File: config.mk
export PLATFORM = sky130hd
export DESIGN_NAME = shelf_pack_sprite_placer_unit
export DESIGN_NICKNAME = d
export VERILOG_FILES = /design/src/rtl/core/spsp_pkg.sv /design/src/rtl/core/spsp_ctrl.sv /design/src/rtl/core/spsp_dpath.sv /design/src/rtl/core/shelf_pack_sprite_placer_unit.sv
export SDC_FILE = /design/constraint.sdc
export NUM_CORES = 1
export LEC_CHECK = 0
export BUFFER_PORTS_ARGS = -buffer_cell sky130_fd_sc_hd__buf_2
export CORE_MARGIN = 1
export CORE_UTILIZATION = 55
export CTS_CLUSTER_DIAMETER = 40
export CTS_CLUSTER_SIZE = 40
export DETAILED_ROUTE_END_ITERATION = 10
export PLACE_DENSITY = 0.72
export SLEW_MARGIN = 20
export SYNTH_ARGS = -nofsm -noshare
export SYNTH_HDL_FRONTEND = slang
export SYNTH_SLANG_ARGS = --single-unit
File: constraint.sdc
create_clock -name clk_i -period 12.2 [get_ports clk_i]
set_input_delay 3.05 -clock clk_i [delete_from_list [all_inputs] [get_ports clk_i]]
set_output_delay 3.05 -clock clk_i [all_outputs]
set_load 0.005 [all_outputs]
File: src/rtl/core/spsp_pkg.sv
// ----------------------------------------------------------------------------
// Shelf pack sprite placer package
// Shared widths, register indices and the command and status bundles that
// pass between the controller and the datapath.
// ----------------------------------------------------------------------------
package spsp_pkg;

  localparam int unsigned DimW  = 16;
  localparam int unsigned ProdW = 2 * DimW;
  localparam int unsigned CntW  = $clog2(DimW);
  localparam int unsigned CfgIdxW = 2;

  localparam logic [DimW-1:0] CapWidthRst   = DimW'(256);
  localparam logic [DimW-1:0] CapHeightRst  = DimW'(256);
  localparam logic [DimW-1:0] AreaWidthRst  = DimW'(1024);
  localparam logic [DimW-1:0] AreaHeightRst = DimW'(1024);

  typedef enum logic [CfgIdxW-1:0] {
    CFG_CAP_WIDTH   = 2'd0,
    CFG_CAP_HEIGHT  = 2'd1,
    CFG_AREA_WIDTH  = 2'd2,
    CFG_AREA_HEIGHT = 2'd3
  } cfg_idx_e;

  typedef struct packed {
    logic load;
    logic mul_a;
    logic mul_b;
    logic decide;
    logic div_step;
    logic div_last;
    logic shelf;
    logic place;
  } cmd_t;

  typedef struct packed {
    logic need_div;
  } status_t;

endpackage

File: src/rtl/core/spsp_ctrl.sv
// ----------------------------------------------------------------------------
// Shelf pack sprite placer controller
// Sequences the multiply, decide, divide, shelf and place steps of one beat
// and owns the result valid flag.
// ----------------------------------------------------------------------------
module spsp_ctrl (
  input  logic             clk_i,
  input  logic             rst_ni,
  input  logic             in_valid_i,
  output logic             in_stall_o,
  output logic             out_valid_o,
  input  logic             out_stall_i,
  input  spsp_pkg::status_t status_i,
  output spsp_pkg::cmd_t    cmd_o
);

  typedef enum logic [2:0] {
    ST_IDLE,
    ST_MUL_A,
    ST_MUL_B,
    ST_DECIDE,
    ST_DIV,
    ST_SHELF,
    ST_PLACE
  } state_e;

  state_e                      state_q, state_d;
  logic [spsp_pkg::CntW-1:0]   cnt_q, cnt_d;
  logic                        out_valid_q, out_valid_d;
  logic                        out_free;
  logic                        accept;

  assign accept   = in_valid_i && (state_q == ST_IDLE);
  assign out_free = !out_valid_q || !out_stall_i;

  always_comb begin
    state_d     = state_q;
    cnt_d       = cnt_q;
    out_valid_d = out_valid_q && out_stall_i;
    cmd_o       = '0;
    unique case (state_q)
      ST_IDLE: begin
        if (accept) begin
          cmd_o.load = 1'b1;
          state_d    = ST_MUL_A;
        end
      end
      ST_MUL_A: begin
        cmd_o.mul_a = 1'b1;
        state_d     = ST_MUL_B;
      end
      ST_MUL_B: begin
        cmd_o.mul_b = 1'b1;
        state_d     = ST_DECIDE;
      end
      ST_DECIDE: begin
        cmd_o.decide = 1'b1;
        cnt_d        = '0;
        state_d      = status_i.need_div ? ST_DIV : ST_SHELF;
      end
      ST_DIV: begin
        cmd_o.div_step = 1'b1;
        cmd_o.div_last = (cnt_q == '1);
        cnt_d          = cnt_q + 1'b1;
        if (cnt_q == '1) begin
          state_d = ST_SHELF;
        end
      end
      ST_SHELF: begin
        cmd_o.shelf = 1'b1;
        state_d     = ST_PLACE;
      end
      ST_PLACE: begin
        if (out_free) begin
          cmd_o.place = 1'b1;
          out_valid_d = 1'b1;
          state_d     = ST_IDLE;
        end
      end
      default: begin
        state_d = ST_IDLE;
      end
    endcase
  end

  always_ff @(posedge clk_i or negedge rst_ni) begin
    if (!rst_ni) begin
      state_q     <= ST_IDLE;
      cnt_q       <= '0;
      out_valid_q <= 1'b0;
    end else begin
      state_q     <= state_d;
      cnt_q       <= cnt_d;
      out_valid_q <= out_valid_d;
    end
  end

  assign in_stall_o  = (state_q != ST_IDLE);
  assign out_valid_o = out_valid_q;

endmodule

File: src/rtl/core/spsp_dpath.sv
// ----------------------------------------------------------------------------
// Shelf pack sprite placer datapath
// Holds the configuration registers, the shared multiplier, the radix-2
// restoring divider, the shelf cursor and the result registers.
// ----------------------------------------------------------------------------
module spsp_dpath (
  input  logic                        clk_i,
  input  logic                        rst_ni,
  input  logic                        cfg_we_i,
  input  spsp_pkg::cfg_idx_e          cfg_index_i,
  input  logic [spsp_pkg::DimW-1:0]   cfg_data_i,
  input  logic [spsp_pkg::DimW-1:0]   rect_width_i,
  input  logic [spsp_pkg::DimW-1:0]   rect_height_i,
  input  logic                        first_of_set_i,
  input  spsp_pkg::cmd_t              cmd_i,
  output spsp_pkg::status_t           status_o,
  output logic                        placed_o,
  output logic [spsp_pkg::DimW-1:0]   pos_x_o,
  output logic [spsp_pkg::DimW-1:0]   pos_y_o,
  output logic [spsp_pkg::DimW-1:0]   fit_width_o,
  output logic [spsp_pkg::DimW-1:0]   fit_height_o
);

  localparam int unsigned DimW  = spsp_pkg::DimW;
  localparam int unsigned ProdW = spsp_pkg::ProdW;

  logic [DimW-1:0]  cap_w_q, cap_h_q, area_w_q, area_h_q;
  logic [DimW-1:0]  cur_x_q, cur_y_q, shelf_h_q;
  logic [DimW-1:0]  w_q, h_q, fw_q, fh_q, dvsr_q, rem_q, dq_q;
  logic [ProdW-1:0] p0_q, p1_q;
  logic             sel_w_q;

  logic [DimW-1:0]  mul_a, mul_b;
  logic [ProdW-1:0] prod;
  logic             in_cap, wide;
  logic [DimW:0]    div_t, div_diff;
  logic             div_ge;
  logic [DimW-1:0]  quot;
  logic [DimW:0]    sum_x, sum_y, sum_sh;

  assign mul_a = cmd_i.mul_a ? w_q : cap_w_q;
  assign mul_b = cmd_i.mul_a ? cap_h_q : h_q;
  assign prod  = mul_a * mul_b;

  assign in_cap = (w_q <= cap_w_q) && (h_q <= cap_h_q);
  assign wide   = (p0_q >= p1_q);
  assign status_o.need_div = !in_cap && (wide ? (w_q != '0) : (h_q != '0));

  assign div_t    = {rem_q, dq_q[DimW-1]};
  assign div_diff = div_t - {1'b0, dvsr_q};
  assign div_ge   = (div_t >= {1'b0, dvsr_q});
  assign quot     = {dq_q[DimW-2:0], div_ge};

  assign sum_x  = {1'b0, cur_x_q} + {1'b0, fw_q};
  assign sum_y  = {1'b0, cur_y_q} + {1'b0, fh_q};
  assign sum_sh = {1'b0, cur_y_q} + {1'b0, shelf_h_q};

  always_ff @(posedge clk_i or negedge rst_ni) begin
    if (!rst_ni) begin
      cap_w_q   <= spsp_pkg::CapWidthRst;
      cap_h_q   <= spsp_pkg::CapHeightRst;
      area_w_q  <= spsp_pkg::AreaWidthRst;
      area_h_q  <= spsp_pkg::AreaHeightRst;
      cur_x_q   <= '0;
      cur_y_q   <= '0;
      shelf_h_q <= '0;
    end else begin
      if (cfg_we_i) begin
        unique case (cfg_index_i)
          spsp_pkg::CFG_CAP_WIDTH:   cap_w_q  <= cfg_data_i;
          spsp_pkg::CFG_CAP_HEIGHT:  cap_h_q  <= cfg_data_i;
          spsp_pkg::CFG_AREA_WIDTH:  area_w_q <= cfg_data_i;
          spsp_pkg::CFG_AREA_HEIGHT: area_h_q <= cfg_data_i;
          default: ;
        endcase
      end
      if (cmd_i.load && first_of_set_i) begin
        cur_x_q   <= '0;
        cur_y_q   <= '0;
        shelf_h_q <= '0;
      end
      if (cmd_i.shelf && (sum_x > {1'b0, area_w_q})) begin
        cur_y_q   <= sum_sh[DimW] ? '1 : sum_sh[DimW-1:0];
        cur_x_q   <= '0;
        shelf_h_q <= '0;
      end
      if (cmd_i.place && (sum_y <= {1'b0, area_h_q})) begin
        cur_x_q <= sum_x[DimW] ? '1 : sum_x[DimW-1:0];
        if (fh_q > shelf_h_q) begin
          shelf_h_q <= fh_q;
        end
      end
    end
  end

  always_ff @(posedge clk_i) begin
    if (cmd_i.load) begin
      w_q <= rect_width_i;
      h_q <= rect_height_i;
    end
    if (cmd_i.mul_a) begin
      p0_q <= prod;
    end
    if (cmd_i.mul_b) begin
      p1_q <= prod;
    end
    if (cmd_i.decide) begin
      if (in_cap) begin
        fw_q <= w_q;
        fh_q <= h_q;
      end else if (wide) begin
        fw_q    <= cap_w_q;
        fh_q    <= '0;
        sel_w_q <= 1'b0;
        dvsr_q  <= w_q;
        rem_q   <= p1_q[ProdW-1:DimW];
        dq_q    <= p1_q[DimW-1:0];
      end else begin
        fh_q    <= cap_h_q;
        fw_q    <= '0;
        sel_w_q <= 1'b1;
        dvsr_q  <= h_q;
        rem_q   <= p0_q[ProdW-1:DimW];
        dq_q    <= p0_q[DimW-1:0];
      end
    end
    if (cmd_i.div_step) begin
      rem_q <= div_ge ? div_diff[DimW-1:0] : div_t[DimW-1:0];
      dq_q  <= quot;
      if (cmd_i.div_last) begin
        if (sel_w_q) begin
          fw_q <= quot;
        end else begin
          fh_q <= quot;
        end
      end
    end
    if (cmd_i.place) begin
      placed_o     <= (sum_y <= {1'b0, area_h_q});
      pos_x_o      <= (sum_y <= {1'b0, area_h_q}) ? cur_x_q : '0;
      pos_y_o      <= (sum_y <= {1'b0, area_h_q}) ? cur_y_q : '0;
      fit_width_o  <= fw_q;
      fit_height_o <= fh_q;
    end
  end

endmodule

File: src/rtl/core/shelf_pack_sprite_placer_unit.sv
// ----------------------------------------------------------------------------
// Shelf pack sprite placer unit
// Scales each rectangle down to the size cap and packs it next-fit on shelves.
// ----------------------------------------------------------------------------
// Sequence: each beat is loaded, multiplied twice and decided, runs through the 16-step divider
// only when it must be downscaled, and is then shelved and placed into the output register.
// A new beat is taken only once the previous beat has been placed; it is taken even while
// the previous result still waits in the output register.
// Reset: cursor and shelf cleared, size cap 256 by 256, area 1024 by 1024.
module shelf_pack_sprite_placer_unit (
  input  logic                                 clk_i,
  input  logic                                 rst_ni,
  input  logic                                 cfg_valid_i,
  output logic                                 cfg_ready_o,
  input  logic [spsp_pkg::CfgIdxW-1:0]         cfg_index_i,
  input  logic [spsp_pkg::DimW-1:0]            cfg_data_i,
  input  logic                                 in_valid_i,
  output logic                                 in_stall_o,
  input  logic [spsp_pkg::DimW-1:0]            rect_width_i,
  input  logic [spsp_pkg::DimW-1:0]            rect_height_i,
  input  logic                                 first_of_set_i,
  output logic                                 out_valid_o,
  input  logic                                 out_stall_i,
  output logic                                 placed_o,
  output logic [spsp_pkg::DimW-1:0]            pos_x_o,
  output logic [spsp_pkg::DimW-1:0]            pos_y_o,
  output logic [spsp_pkg::DimW-1:0]            fit_width_o,
  output logic [spsp_pkg::DimW-1:0]            fit_height_o
);

  spsp_pkg::cmd_t    cmd;
  spsp_pkg::status_t status;

  assign cfg_ready_o = 1'b1;

  spsp_ctrl u_ctrl (
    .clk_i       (clk_i),
    .rst_ni      (rst_ni),
    .in_valid_i  (in_valid_i),
    .in_stall_o  (in_stall_o),
    .out_valid_o (out_valid_o),
    .out_stall_i (out_stall_i),
    .status_i    (status),
    .cmd_o       (cmd)
  );

  spsp_dpath u_dpath (
    .clk_i          (clk_i),
    .rst_ni         (rst_ni),
    .cfg_we_i       (cfg_valid_i && cfg_ready_o),
    .cfg_index_i    (spsp_pkg::cfg_idx_e'(cfg_index_i)),
    .cfg_data_i     (cfg_data_i),
    .rect_width_i   (rect_width_i),
    .rect_height_i  (rect_height_i),
    .first_of_set_i (first_of_set_i),
    .cmd_i          (cmd),
    .status_o       (status),
    .placed_o       (placed_o),
    .pos_x_o        (pos_x_o),
    .pos_y_o        (pos_y_o),
    .fit_width_o    (fit_width_o),
    .fit_height_o   (fit_height_o)
  );

endmodule

==> flow_summary.rst, run 1 <==
.. list-table::
   :header-rows: 1

   * - Metric
     - Value
   * - Status
     - complete, no violations
   * - Wire length of the first global-routing pass
     - 128000 microns
   * - CTS tree
     - yes
   * - Final Slew Violations
     - 0
   * - Hold bufs inserted after CTS
     - 0
   * - Arrival time of data at the critical path endpoint
     - 9.17 ns
   * - Maximum net fanout on the critical path
     - 61
   * - TNS Setup
     - 0 ns
   * - Root Buffer Master
     - sky130_fd_sc_hd__clkbuf_16
   * - Diode count
     - 0
   * - Clock slew at the register clock pins of the worst setup and hold paths
     - 0.06 ns
   * - Crit path kind
     - reg -> reg
   * - DP HPWL
     - 66200 microns
   * - Number of endpoints failing setup at the final stage
     - 0
   * - Library cells used by synthesis
     - 77
   * - Data required, critical path
     - 12.55 ns
   * - Net count after synthesis
     - 3327
   * - Max Clk Rate
     - 113 MHz
   * - Number of warnings issued by yosys
     - 0
   * - Mapped Area
     - 28000 sq um
   * - Initial DRC count
     - 1695
   * - Post-cts repair resize count
     - 0
   * - Area fraction of the dominant cell type after synthesis
     - 0.225
   * - Clock tree skew after final layout
     - 0.0290 ns
   * - Sum of routed wire length over all layers
     - 84500 microns
   * - Layout-stage area growth over the synthesis result
     - 11.3%
   * - Most repeated cell in the gate-level netlist after synthesis
     - sky130_fd_sc_hd__inv_1
   * - Cell types with the largest area share after synthesis
     - sky130_fd_sc_hd__edfxtp_1, sky130_fd_sc_hd__fa_1, sky130_fd_sc_hd__ha_1
   * - Worst-case setup slack after placement
     - 3.50 ns
   * - Layout cells sized above 1
     - 0.120
   * - Kind of start point of the critical path
     - register
   * - Gr ovfl total
     - 0
   * - HP Class
     - reg -> reg
   * - Horizontal die dimension
     - 228 microns
   * - Detailed-route DRC error count
     - 0
   * - Die height
     - 228 microns
   * - Router iterations before antenna repair
     - 5
   * - Share of async-settable or async-resettable flops after synthesis
     - 0.331
   * - CTS Sinks
     - 362
   * - Skew-Pair Late Insertion Delay
     - 0.62 ns
   * - Post-Syn Area per Cell
     - 10.0 sq um
   * - RSZ-0062 raised after global routing
     - false
   * - Placer Congestion
     - 0.960
   * - Drt via density
     - 5.99
   * - Overall routing resource usage
     - 0.335
   * - Cell types with the highest counts after synthesis
     - sky130_fd_sc_hd__inv_1, sky130_fd_sc_hd__nand2_1, sky130_fd_sc_hd__ha_1
   * - # nets final
     - 3440
   * - Sequential area share after synthesis
     - 0.355
   * - Largest registers
     - u_dpath.p0_q x32, u_dpath.p1_q x32
   * - Shortest clock period the worst path allows after layout
     - 8.83 ns
   * - Initial Util
     - 0.558
   * - Ratio of final minimum period to clock period
     - 0.724
   * - Die Outline Area
     - 51800 sq um
   * - Pin slew with the least headroom to its limit
     - 1.15 ns
   * - Endpoint class of the critical path
     - register
   * - EDFF count, synth
     - 210
   * - Count of cells along the worst register-to-register path
     - 26
   * - Number of antenna violations at the first check in global routing
     - 0
   * - Largest net degree at the start of global routing
     - 77
   * - Via count of the routed design
     - 21.7k
   * - Post-CTS Setup Bufs
     - 0
   * - Worst setup slack after layout
     - 3.37 ns
   * - Routed wire per std cell
     - 23.3 microns
   * - Hold Vio Cnt, Final
     - 0
   * - Maximum buffer depth of the clock tree
     - 3
   * - Number of port buffers
     - 122
   * - Worst-case headroom to the max-slew limit
     - 0.227
   * - H-tree depth
     - 2
   * - TritonCTS buffer count
     - 54
   * - Vias in the first global route
     - 21.7k
   * - Seq cells post-synth
     - 362
   * - Number of max-capacitance violations reported
     - 0
   * - Number of core rows
     - 82
   * - Ports
     - 124
   * - Antenna-violating nets left
     - 0
   * - Standard cell core area
     - 50200 sq um
   * - Cell accounting for the most synthesized area
     - sky130_fd_sc_hd__edfxtp_1
   * - Synthesized instance count
     - 2792
   * - Flip-flop cell with the highest count after synthesis
     - sky130_fd_sc_hd__edfxtp_1
   * - Tightest hold margin
     - 0.500 ns
   * - Hold path depth
     - 1
## cell families after synthesis
kind of cell               share of synthesized area
muxes                                         0.0439
DFF                                            0.355
xor gates and xnor gates                      0.0244
adders and majority gates                      0.267
and+or+nand+nor                                0.120
AOI/OAI and AO/OA                              0.123
other                                       0.000134
buffers and inverters                         0.0666
## critical path, stage by stage, from the launching register on
cell                       delay [ns]
sky130_fd_sc_hd__dfrtp_1         0.49
sky130_fd_sc_hd__inv_1           0.14
sky130_fd_sc_hd__nor3_2          0.12
sky130_fd_sc_hd__buf_4           0.56
sky130_fd_sc_hd__buf_4           0.69
sky130_fd_sc_hd__nor2_1          0.12
sky130_fd_sc_hd__a21oi_1         0.76
sky130_fd_sc_hd__nor2_1          0.16
sky130_fd_sc_hd__fa_1            0.53
sky130_fd_sc_hd__inv_1           0.06
sky130_fd_sc_hd__fa_1            0.47
sky130_fd_sc_hd__fa_1            0.50
sky130_fd_sc_hd__fa_1            0.55
sky130_fd_sc_hd__inv_1           0.06
sky130_fd_sc_hd__fa_1            0.48
sky130_fd_sc_hd__inv_1           0.05
sky130_fd_sc_hd__fa_1            0.47
sky130_fd_sc_hd__inv_1           0.05
sky130_fd_sc_hd__ha_1            0.34
sky130_fd_sc_hd__nand4_1         0.12
sky130_fd_sc_hd__nand3_1         0.23
sky130_fd_sc_hd__a31oi_1         0.35
sky130_fd_sc_hd__o221ai_1        0.20
sky130_fd_sc_hd__a21oi_1         0.34
sky130_fd_sc_hd__nor3_1          0.11
sky130_fd_sc_hd__o41ai_1         0.42
sky130_fd_sc_hd__xnor2_1         0.13
## metal layers
metal | global-route usage | up-vias | wire length, microns
met5 | 0 | - | 0
met4 | 0.163 | 0 | 4430
met3 | 0.0474 | 224 | 5310
met2 | 0.571 | 854 | 41400
met1 | 0.420 | 10800 | 33400
li1 | - | 9841 | -
## worst paths after layout
| kind | to | slack [ns] | start |
|---|---|---|---|
| hold reg to reg | u_ctrl.cnt_q[3] | 0.50 | u_ctrl.cnt_q[3] |
| setup / recovery | u_dpath.p1_q[30] | 3.37 | u_ctrl.state_q[0] |
| max in group asynchronous | u_dpath.cur_x_q[2] | 8.62 | rst_ni |
| min in group asynchronous | u_dpath.cur_y_q[15] | 2.43 | rst_ni |
| setup reg to reg | u_dpath.p1_q[30] | 3.37 | u_ctrl.state_q[0] |
| hold / removal | u_ctrl.cnt_q[3] | 0.50 | u_ctrl.cnt_q[3] |
## per-stage QoR
stage,utilization,cells,instance area [sq um]
2_1_floorplan,-,2792,28000
3_3_place_gp,0.584,3521,29300
3_5_place_dp,0.584,3521,29300
4_1_cts,0.621,3622,31200
5_1_grt,0.622,3622,31200
6_report,0.622,3622,31200
## placed cells by master, fill, tap and decap left out, types with 31 or more instances in the layout
cell type / Yosys / final
sky130_fd_sc_hd__inv_1: 386 / 386
sky130_fd_sc_hd__nand2_1: 307 / 307
sky130_fd_sc_hd__ha_1: 281 / 281
sky130_fd_sc_hd__nor2_1: 231 / 230
sky130_fd_sc_hd__edfxtp_1: 210 / 210
sky130_fd_sc_hd__fa_1: 198 / 198
sky130_fd_sc_hd__a21oi_1: 155 / 153
sky130_fd_sc_hd__buf_2: 11 / 121
sky130_fd_sc_hd__dfrtp_1: 116 / 116
sky130_fd_sc_hd__o21ai_0: 78 / 77
sky130_fd_sc_hd__mux2_2: 63 / 63
sky130_fd_sc_hd__clkbuf_16: 0 / 54
sky130_fd_sc_hd__a31oi_1: 50 / 50
sky130_fd_sc_hd__mux2i_1: 52 / 48
sky130_fd_sc_hd__xnor2_1: 47 / 47
sky130_fd_sc_hd__nand3_1: 47 / 47
sky130_fd_sc_hd__a21o_1: 46 / 46
sky130_fd_sc_hd__and2_1: 40 / 40
sky130_fd_sc_hd__dfxtp_1: 32 / 32
sky130_fd_sc_hd__xor2_1: 31 / 31
## layout make-up
type	count	area, sq um
timing repair buffer	147	805
inverter	389	1460
clock inverter	46	510
fill	4134	19000
multi-input combinational	1951	16200
clock buffer	55	1370
sequential	362	9950
tap	672	841
Power of run 1 is left out: the tool's default activity adds up to more than one toggle a clock period on the data nets, which glitch-free logic cannot reach.
==> inputs of run 2 (changes only) <==
ABC_AREA = 1   (was not set)
PLACE_DENSITY = 0.75   (was 0.72)
clock period = 7.1 ns   (was 12.2 ns; I/O delays follow)
==> flow_summary.rst, run 2 <==
.. list-table::
   :header-rows: 1

   * - Metric
     - Value
   * - Post-Place Cell Area
     - 30400 sq um (was 29300 sq um)
   * - Sequential area share after synthesis
     - 0.343 (was 0.355)
   * - Detailed-route DRC error count
     - 0 (unchanged)
   * - Initial Util
     - 0.560 (was 0.558)
   * - Number of max-capacitance violations reported
     - 0 (unchanged)
   * - Slowest stage cell on the critical path
     - sky130_fd_sc_hd__fa_1 (was sky130_fd_sc_hd__a21oi_1)
   * - Die Outline Area
     - 53600 sq um (was 51800 sq um)
   * - Overall routing resource usage
     - 0.310 (was 0.335)
   * - Drt via density
     - 5.57 (was 5.99)
   * - Ports
     - 124 (unchanged)
   * - Data required, critical path
     - 7.45 ns (was 12.55 ns)
   * - Seq cells post-synth
     - 362 (unchanged)
   * - Cell types with the highest counts after synthesis
     - sky130_fd_sc_hd__nand2_1, sky130_fd_sc_hd__inv_1, sky130_fd_sc_hd__ha_1 (was sky130_fd_sc_hd__inv_1, sky130_fd_sc_hd__nand2_1, sky130_fd_sc_hd__ha_1)
   * - Horizontal die dimension
     - 232 microns (was 228 microns)
   * - CTS Sinks
     - 362 (unchanged)
   * - Ratio of final minimum period to clock period
     - 0.963 (was 0.724)
   * - Final-layout fill cell count
     - 4359 (was 4134)
   * - Largest net degree at the start of global routing
     - 92 (was 77)
   * - Via count of the routed design
     - 23.9k (was 21.7k)
   * - Layout cells sized above 1
     - 0.0977 (was 0.120)
   * - CTS tree
     - yes (unchanged)
   * - Max Clk Rate
     - 146 MHz (was 113 MHz)
   * - Number of core rows
     - 83 (was 82)
   * - Library cells used by synthesis
     - 58 (was 77)
   * - Critical path's largest stage delay
     - 0.60 ns (was 0.76 ns)
   * - Most frequent standard cell in the layout excluding fill and tap cells
     - sky130_fd_sc_hd__nand2_1 (was sky130_fd_sc_hd__inv_1)
   * - HP Class
     - reg -> reg (unchanged)
   * - Arrival time of data at the critical path endpoint
     - 7.19 ns (was 9.17 ns)
   * - Net count after synthesis
     - 3951 (was 3327)
   * - Synthesized instance count
     - 3416 (was 2792)
   * - Kind of start point of the critical path
     - register (unchanged)
   * - Mapped Area
     - 29000 sq um (was 28000 sq um)
   * - Worst-case headroom to the max-slew limit
     - 0.272 (was 0.227)
   * - Cell types with the largest area share after synthesis
     - sky130_fd_sc_hd__edfxtp_1, sky130_fd_sc_hd__fa_1, sky130_fd_sc_hd__ha_1 (unchanged)
   * - Skew-Pair Late Insertion Delay
     - 0.62 ns (about the same)
   * - DP HPWL
     - 64700 microns (was 66200 microns)
   * - Initial DRC count
     - 2223 (was 1695)
   * - Antenna-violating nets left
     - 0 (unchanged)
   * - Shortest clock period the worst path allows after layout
     - 6.84 ns (was 8.83 ns)
   * - Routed wire per std cell
     - 19.2 microns (was 23.3 microns)
   * - Most repeated cell in the gate-level netlist after synthesis
     - sky130_fd_sc_hd__nand2_1 (was sky130_fd_sc_hd__inv_1)
   * - Endpoint class of the critical path
     - register (unchanged)
   * - EDFF count, synth
     - 210 (unchanged)
   * - Finished Cell Area
     - 32500 sq um (was 31200 sq um)
   * - Most common cell on crit path
     - sky130_fd_sc_hd__fa_1 (unchanged)
   * - Number of antenna violations at the first check in global routing
     - 0 (unchanged)
   * - Layout-stage area growth over the synthesis result
     - 12.3% (was 11.3%)
   * - Clock slew at the register clock pins of the worst setup and hold paths
     - 0.06 ns (about the same)
   * - Number of warnings issued by yosys
     - 0 (unchanged)
   * - Placer Congestion
     - 0.992 (was 0.960)
   * - Standard cell core area
     - 51700 sq um (was 50200 sq um)
   * - Final Slew Violations
     - 0 (unchanged)
   * - Largest registers
     - u_dpath.p0_q x32, u_dpath.p1_q x32 (unchanged)
   * - Status
     - complete, no violations (unchanged)
   * - Root Buffer Master
     - sky130_fd_sc_hd__clkbuf_16 (unchanged)
   * - Post-Syn Area per Cell
     - 8.48 sq um (was 10.0 sq um)
   * - Pin slew with the least headroom to its limit
     - 1.09 ns (was 1.15 ns)
   * - Gr ovfl total
     - 0 (unchanged)
   * - Maximum net fanout on the critical path
     - 30 (was 61)
   * - Most frequent cells in the layout
     - sky130_fd_sc_hd__nand2_1, sky130_fd_sc_hd__inv_1, sky130_fd_sc_hd__ha_1 (was sky130_fd_sc_hd__inv_1, sky130_fd_sc_hd__nand2_1, sky130_fd_sc_hd__ha_1)
   * - Share of async-settable or async-resettable flops after synthesis
     - 0.331 (unchanged)
   * - Cell accounting for the most synthesized area
     - sky130_fd_sc_hd__edfxtp_1 (unchanged)
   * - Crit path kind
     - reg -> reg (unchanged)
   * - Die height
     - 232 microns (was 228 microns)
   * - Sum of routed wire length over all layers
     - 82100 microns (was 84500 microns)
   * - Diode count
     - 0 (unchanged)
   * - Wire length of the first global-routing pass
     - 127000 microns (was 128000 microns)
   * - Hold Vio Cnt, Final
     - 0 (unchanged)
   * - Hold bufs inserted after CTS
     - 0 (unchanged)
   * - Clock tree skew after final layout
     - 0.0292 ns (was 0.0290 ns)
   * - Router iterations before antenna repair
     - 8 (was 5)
   * - Flip-flop cell with the highest count after synthesis
     - sky130_fd_sc_hd__edfxtp_1 (unchanged)
   * - # nets final
     - 4093 (was 3440)
   * - Area fraction of the dominant cell type after synthesis
     - 0.218 (was 0.225)
   * - Vias in the first global route
     - 22.6k (was 21.7k)
   * - H-tree depth
     - 2 (unchanged)
   * - Number of endpoints failing setup at the final stage
     - 0 (unchanged)
   * - TritonCTS buffer count
     - 54 (unchanged)
   * - Maximum buffer depth of the clock tree
     - 3 (unchanged)
   * - Number of port buffers
     - 122 (unchanged)
## run 2: cell count changes after synthesis, sizes merged, moves of 32 or more
cell	previous run	this run
o21ai	81	242
a21oi	155	196
mux2i	52	0
inv	388	606
a31oi	51	9
and2	40	0
nand2	307	756
nor2	233	272
nand3	47	126
a21o	46	14
mux2	63	0
## run 2: routing by layer
metal / track usage / routed length [microns]
met5: 0 / 0
met3: 0.0496 / 6590
met4: 0.142 / 4170
met1: 0.407 / 33000
met2: 0.504 / 38400
## run 2: final timing paths
| kind | from | endpoint | slack (ns) | depth (start not counted) |
|---|---|---|---|---|
| max in group asynchronous | rst_ni | u_dpath.cur_x_q[10] | 4.46 | 2 |
| min in group asynchronous | rst_ni | u_dpath.cur_y_q[14] | 1.23 | 1 |
| setup / recovery | u_ctrl.state_q[0] | u_dpath.p1_q[26] | 0.26 | 29 |
| hold / removal | u_dpath.area_w_q[15] | u_dpath.area_w_q[15] | 0.48 | 2 |
| setup reg to reg | u_ctrl.state_q[0] | u_dpath.p1_q[26] | 0.26 | 29 |
| hold reg to reg | u_dpath.area_w_q[15] | u_dpath.area_w_q[15] | 0.48 | 2 |
## run 2: cell type report
class	count	area (sq um)	area share
multi-input combinational	2337	16300	0.501
tap	680	851	0.0262
sequential	362	9950	0.306
inverter	613	2330	0.0716
clock inverter	42	505	0.0155
timing repair buffer	190	1190	0.0367
clock buffer	60	1380	0.0425
## run 2: logic make-up after synthesis
| family | Yosys count | synth area share |
|---|---|---|
| XOR/XNOR | 75 | 0.0227 |
| flip-flops | 362 | 0.343 |
| AND/OR/NAND/NOR | 1247 | 0.176 |
| AO/OA/AOI/OAI | 535 | 0.103 |
| other | 1 | 0.000129 |
| buffers and inverters | 717 | 0.0963 |
| adder cells (fa/ha/maj) | 479 | 0.258 |
## run 2: stage by stage
step                       util  hold WS (ns)  setup TNS (ns)  setup WS, ns  instances
after global routing      0.629         0.506         -0.0328       -0.0125       4284
after floorplan               -         0.437               0         0.165       3416
after global placement    0.589         0.466               0         0.267       4169
after CTS                 0.625         0.490               0         0.122       4271
after detailed placement  0.589         0.474               0         0.129       4169
final                     0.629         0.485               0         0.264       4284
## run 2: what timing repair did
action,CTS,global route
resized for setup,0,24
setup endpoints to repair,0,34
setup buffers,0,12
endpoints found under the hold margin,0,0
## run 2: critical path, delay by kind of cell, from the launching register on
kind,cells,cell delay [ns]
buffers and inverters,10,1.05
adder cells (fa/ha/maj),7,3.45
XOR/XNOR,1,0.14
flip-flops,1,0.42
AO/OA/AOI/OAI,3,0.40
AND/OR/NAND/NOR,8,1.13
Power of run 2 is left out for the same reason.
